`src/rtl/cco_sqrt.sv`:
```
// Pipelined floor integer square root, one result bit per stage.
module cco_sqrt #(
    parameter int VW  = 60,
    parameter int SBW = 1,
    localparam int RW = (VW + 1) / 2
) (
    input  logic           i_clk,
    input  logic           i_rst_n,
    input  logic           i_valid,
    input  logic [VW-1:0]  i_val,
    input  logic [SBW-1:0] i_side,
    output logic           o_valid,
    output logic [RW-1:0]  o_root,
    output logic [SBW-1:0] o_side
);

    localparam int TW = 2 * RW + 2;

    logic           r_v    [0:RW];
    logic [TW-1:0]  r_rem  [0:RW];
    logic [RW-1:0]  r_root [0:RW];
    logic [SBW-1:0] r_side [0:RW];

    always_ff @(posedge i_clk) begin
        if (!i_rst_n) begin
            r_v[0] <= 1'b0;
        end else begin
            r_v[0] <= i_valid;
        end
    end

    always_ff @(posedge i_clk) begin
        r_rem[0]  <= TW'(i_val);
        r_root[0] <= '0;
        r_side[0] <= i_side;
    end

    for (genvar j = 1; j <= RW; j++) begin : g_bit
        localparam int I = RW - j;
        logic [TW-1:0] n_trial;
        logic          n_take;

        always_comb begin
            n_trial = (TW'(r_root[j-1]) << (I + 1)) + ({{(TW-1){1'b0}}, 1'b1} << (2 * I));
            n_take  = (r_rem[j-1] >= n_trial);
        end

        always_ff @(posedge i_clk) begin
            if (!i_rst_n) begin
                r_v[j] <= 1'b0;
            end else begin
                r_v[j] <= r_v[j-1];
            end
        end

        always_ff @(posedge i_clk) begin
            r_rem[j]  <= n_take ? (r_rem[j-1] - n_trial) : r_rem[j-1];
            r_root[j] <= n_take ? (r_root[j-1] | ({{(RW-1){1'b0}}, 1'b1} << I)) : r_root[j-1];
            r_side[j] <= r_side[j-1];
        end
    end

    assign o_valid = r_v[RW];
    assign o_root  = r_root[RW];
    assign o_side  = r_side[RW];

    a_root_floor: assert property (@(posedge i_clk) disable iff (!i_rst_n)
        r_v[RW] |-> r_rem[RW] <= (TW'(r_root[RW]) << 1))
        else $error("Square root remainder exceeds twice the root.");

endmodule

```
`config.mk`:
```
export PLATFORM = sky130hd
export DESIGN_NAME = cco_sqrt
export DESIGN_NICKNAME = d
export VERILOG_FILES = /design/src/rtl/cco_sqrt.sv
export SDC_FILE = /design/constraint.sdc
export NUM_CORES = 2
export LEC_CHECK = 0
export BUFFER_PORTS_ARGS = -buffer_cell sky130_fd_sc_hd__buf_2
export CORE_MARGIN = 3
export CORE_UTILIZATION = 39
export CTS_CLUSTER_DIAMETER = 100
export DETAILED_ROUTE_END_ITERATION = 7
export PLACE_DENSITY_LB_ADDON = 0.25
export SYNTH_ARGS = -nofsm -noshare
export SYNTH_HDL_FRONTEND = slang
export SYNTH_SLANG_ARGS = --single-unit
```
`constraint.sdc`:
```
create_clock -name i_clk -period 5.3 [get_ports i_clk]
set_clock_uncertainty 0.2 [all_clocks]
set_input_delay 1.06 -clock i_clk [delete_from_list [all_inputs] [get_ports i_clk]]
set_output_delay 1.06 -clock i_clk [all_outputs]
set_load 0.01 [all_outputs]
```
**After elaboration in Yosys (flattened, before gate mapping)**

Memories as Yosys holds them, arrays and structs flattened.
Cells that the tools add are included.

- Bits in registers: 0
- Latch bits: 0
- RAM bits: 2914
- Bits in read-only memories: 0
- Input bits: 64
- Output and inout bits: 32
- Logic and storage cells: 218
- Memories kept: 4

Memory list:

| memory | words | width | read ports | clocked after memory_dff | wr ports | line | RTL |
|---|---|---|---|---|---|---|---|
| r_rem | 31 | 62 | 30 | 0 | 31 | 20 | `logic [TW-1:0] r_rem [0:RW];` |
| r_root | 31 | 30 | 31 | 0 | 31 | 21 | `logic [RW-1:0] r_root [0:RW];` |
| r_side | 31 | 1 | 31 | 0 | 31 | 22 | `logic [SBW-1:0] r_side [0:RW];` |
| r_v | 31 | 1 | 31 | 0 | 31 | 19 | `logic r_v [0:RW];` |

- $add $sub $neg: 60
- Multiply operators: 0
- Div/mod/pow operators: 0
- $lt $le $gt $ge: 30
- Eq/ne operators: 0
- Shifts and indexed selects: 0
- Multiplexer cells: 93
- Bitwise operators: 31
- Reduce and logical (&&, ||, !) cells: 0

Operators with widths:

| cell | number |
|---|---|
| two-way mux 62 bit | 30 |
| greater-or-equal comparator 62 bit | 3 |
| subtractor 62 bit | 2 |
| greater-or-equal comparator 62 x 35 -> 1 bit | 1 |
| greater-or-equal comparator 62 x 36 -> 1 bit | 1 |
| greater-or-equal comparator 62 x 37 -> 1 bit | 1 |
| greater-or-equal comparator 62 x 38 -> 1 bit | 1 |
| greater-or-equal comparator 62 x 39 -> 1 bit | 1 |
| greater-or-equal comparator 62 x 40 -> 1 bit | 1 |
| greater-or-equal comparator 62 x 41 -> 1 bit | 1 |
| greater-or-equal comparator 62 x 42 -> 1 bit | 1 |
| greater-or-equal comparator 62 x 43 -> 1 bit | 1 |
| greater-or-equal comparator 62 x 44 -> 1 bit | 1 |
| greater-or-equal comparator 62 x 45 -> 1 bit | 1 |
| greater-or-equal comparator 62 x 46 -> 1 bit | 1 |
| greater-or-equal comparator 62 x 47 -> 1 bit | 1 |
| greater-or-equal comparator 62 x 48 -> 1 bit | 1 |
| greater-or-equal comparator 62 x 49 -> 1 bit | 1 |
| greater-or-equal comparator 62 x 50 -> 1 bit | 1 |
| greater-or-equal comparator 62 x 51 -> 1 bit | 1 |
| greater-or-equal comparator 62 x 52 -> 1 bit | 1 |
| greater-or-equal comparator 62 x 53 -> 1 bit | 1 |
| greater-or-equal comparator 62 x 54 -> 1 bit | 1 |
| greater-or-equal comparator 62 x 55 -> 1 bit | 1 |
| 95 further kinds | 158 |

**Logic depth before layout (Yosys ltp)**

An unclocked memory read counts as a cell.

- Depth after elaboration: 4
- Depth in mapped cells: 15
- Depth with buffers taken out: 12

**Least setup slack after synthesis**

No wires, ideal clock.

- Path type: reg-to-reg
- Start: memory r_rem[3][112] (netlist name)
- End: memory r_rem[3][175] (netlist name)
- Library setup time: 0.134 ns
- Data arrival time: 3.318 ns
- Data required time: 4.966 ns
- Path slack: 1.648 ns
- Stages on the path, launching flop included: 12
- Path buffers: 2
- Clock period less this slack: 3.652 ns
- Path through: dfxtp_1 > or4_1 > or3_1 > or3_1 > or3_1 > or3_1 > or4_1 > buf_6 > or3b_1 > buf_6 > nor4_1 > xor2_1

RTL lines:

| what | line |
|---|---|
| start: declaration | 20 |

==> results.json <==
{
  "worst_slack_ps": 842,
  "antenna_found_initial": 8,
  "slew_viol_final": 0,
  "crit_fanout": 24,
  "power_density_nw_per_um2": 536,
  "rsz0062_at_grt": "false",
  "initial_core_util": 0.394,
  "synth.area.top_cells": "dfxtp_1 54%, ha_1 6.9%, xnor2_1 4.0%",
  "area_growth_syn_to_layout_pct": 14.7,
  "root_buffer": "clkbuf_16",
  "hp-start": "r_root[3][110]",
  "regArea_sq_um": 47700,
  "ys_async_sr_fraction": 0,
  "hold_viol_final": 0,
  "ys_top_cells_by_count": "2384 x dfxtp_1, 617 x inv_1, 601 x nor2_1, 574 x nand2_1, 518 x a21oi_1",
  "grt_pass1_vias": 62601,
  "hold_depth": 0,
  "fin_nets": 9698,
  "rr_endpoint": "r_rem[7][15]",
  "grt_overflow_total": 0,
  "syn_area_per_cell_sq_um": 9.98,
  "ys_seq_elements": 2384,
  "synth_cell_types": 79,
  "hold_slack_ps": 70.3,
  "synth_edf_count": 0,
  "cellLeakagePower_nw": 45.9,
  "syn-num-nets": 9476,
  "cap_violations": 0,
  "drt-initial-drc-count": 3979,
  "hold_end": "r_root[4][20]",
  "final.setup.tns_ps": 0,
  "htree_levels": 4,
  "grt_use_total": 0.192,
  "place_area_sq_um": 92800,
  "drtAntennaViolNets": 0,
  "end_kind": "flip-flop",
  "synth_top_area_frac": 0.536,
  "fp.dieH_um": 484,
  "io_pins": 96,
  "slew_headroom": 0.152,
  "drc_errors": 0,
  "insertion_delay_ps": 900,
  "fmaxAchievable_ghz": 0.224,
  "multiInputGateArea_sq_um": 38200,
  "finalInstanceArea_sq_um": 102000,
  "fp.dieW_um": 484,
  "die_area_sq_um": 234000,
  "dr.pass1.iters": 6,
  "wire_per_inst_um": 18.7,
  "grt_max_degree": 54,
  "run_status": "finished clean",
  "clockBufferDepth": 3,
  "post-route-min-period_ps": 4460,
  "grt_pass1_wl_um": 358000,
  "coreArea_sq_um": 226000,
  "syn_inst": 8919,
  "synth_top_flop_cell": "dfxtp_1",
  "cp-start-kind": "flip-flop",
  "power_mw": 54.7,
  "io_buffers": 95,
  "postCtsSetupRepairBufs": 0,
  "clkTransAtPathRegs_ps": 60,
  "row_count": 174,
  "cts_sinks": 2384,
  "post-route-util": 0.452,
  "synth_area_leader_cell": "dfxtp_1",
  "totalWireLength_um": 231000,
  "syn_area_sq_um": 89000,
  "nFillCells": 21034,
  "dp.cells": 11834,
  "cts_tree": "done",
  "holdCritPathClass": "flip-flop to flip-flop",
  "vdd_drop_max_v": 0.000352,
  "r2r_slack_ps": 840,
  "avgViaCountPerCell": 5.12,
  "final_cells": 12328,
  "cp.required_ps": 5790,
  "cts_buffers": 236,
  "worst_slew_pin_slew_ps": 1260,
  "yosysMostFrequentCell": "dfxtp_1",
  "route.vias.total": 63128,
  "worstSetupPathType": "flip-flop to flip-flop",
  "worstPathArrival_ps": 4950,
  "gp_congestion": 0.902,
  "post-place-ws_ps": 949,
  "seq_area_frac_synth": 0.536,
  "hpwlAfterDp_um": 181000,
  "drive_gt1_frac": 0.0707,
  "period_share": 0.841,
  "r2r_start": "r_root[6][98]",
  "setup_violations": 0,
  "yosysWarnings": 0,
  "reg2reg_depth": 11
}
==> layout by cell type, fill, tap and decap left out, types with 32 or more instances in the layout <==
master         netlist  layout
clkbuf_1           187      37
mux2_2              65      65
nand2_1            574     574
nor2b_1             70      70
buf_2                4      95
a21oi_1            518     517
inv_1              617     617
a21o_1             207     207
dfxtp_1           2384    2384
ha_1               493     493
clkbuf_8             0      45
clkinv_2             0      37
o21ai_0            395     394
a31oi_1             39      39
o31ai_1             45      44
and3_1              36      36
nor2_1             601     601
dlygate4sd3_1        0      61
nor3_1             269     268
nor4_1             329     328
a211oi_1            51      49
buf_4                0      39
xnor2_1            408     408
xor2_1             402     402
or3_1               92      92
nand4_1            142     142
o21a_1              96      96
nand3_1            153     153
or4_1               80      80
clkbuf_16            0     236
or2_2               32      32
bufinv_16            0      41
o21bai_1            41      41
nand2b_1            96      96
nor4b_1             44      43
and2_1              61      61
==> layer usage <==
| layer | global-route usage | vias to the layer above | wire (um) |
|---|---|---|---|
| met5 | 0 | - | 13 |
| met4 | 0.0512 | 2 | 5670 |
| met3 | 0.0274 | 319 | 11000 |
| met2 | 0.328 | 1446 | 109000 |
| met1 | 0.253 | 29919 | 105000 |
| li1 | - | 31442 | - |
==> where the power goes <==
part           internal [mW]  switching [mW]
clock network           10.9            7.16
registers               21.7            3.64
logic                   4.95            6.38
==> sequential cells by signal, indices dropped and copies added (netlist names) <==
register  count
r_rem      1857
r_root      465
r_side       31
r_v          31
==> worst max path at each step <==
stage | startpoint | to | depth (start not counted)
3_3_place_gp | r_root[6][98] | r_rem[7][16] | 11
3_5_place_dp | r_root[6][98] | r_rem[7][16] | 11
5_1_grt | r_root[6][98] | r_rem[7][16] | 11
2_1_floorplan | r_rem[3][112] | r_rem[3][175] | 11
4_1_cts | r_root[6][98] | r_rem[7][16] | 11
6_report | r_root[6][98] | r_rem[7][15] | 11
==> final cells by class <==
| type | instances | share of cell area |
|---|---|---|
| inverter | 620 | 0.0228 |
| timing repair buffer | 195 | 0.0135 |
| clock inverter | 114 | 0.0198 |
| multi-input combinational | 5704 | 0.374 |
| antenna | 1 | 0.0000245 |
| clock buffer | 318 | 0.0653 |
| sequential | 2384 | 0.468 |
| tap | 2992 | 0.0367 |
==> logic make-up (layout without fill, tap and decap cells) <==
| logic type | count (synthesis) | in the layout | share of synthesized area |
|---|---|---|---|
| AND/OR/NAND/NOR | 2713 | 2713 | 0.158 |
| flip-flops | 2384 | 2384 | 0.536 |
| AO/OA/AOI/OAI | 1613 | 1613 | 0.112 |
| buffers and inverters | 831 | 1247 | 0.0353 |
| XOR/XNOR | 810 | 810 | 0.0797 |
| adder cells (fa/ha/maj) | 493 | 493 | 0.0693 |
| multiplexers | 75 | 75 | 0.00935 |
| other | 0 | 1 | 0 |
==> timing repair <==
| action | in CTS | in global routing |
|---|---|---|
| gates resized for setup | 0 | 0 |
| endpoints found under the hold margin | 61 | 0 |
| hold buffers | 61 | 0 |
==> critical path, cell delays in order (launching register included) <==
cell,delay [ps]
dfxtp_1,320
inv_1,40
ha_1,350
a21o_1,190
and3_1,190
nor4_1,580
o21ai_0,200
o21ai_0,620
a21oi_1,390
a21oi_4,700
buf_4,310
o21ai_0,120
No activity file was read; power rests on OpenSTA's default activity.
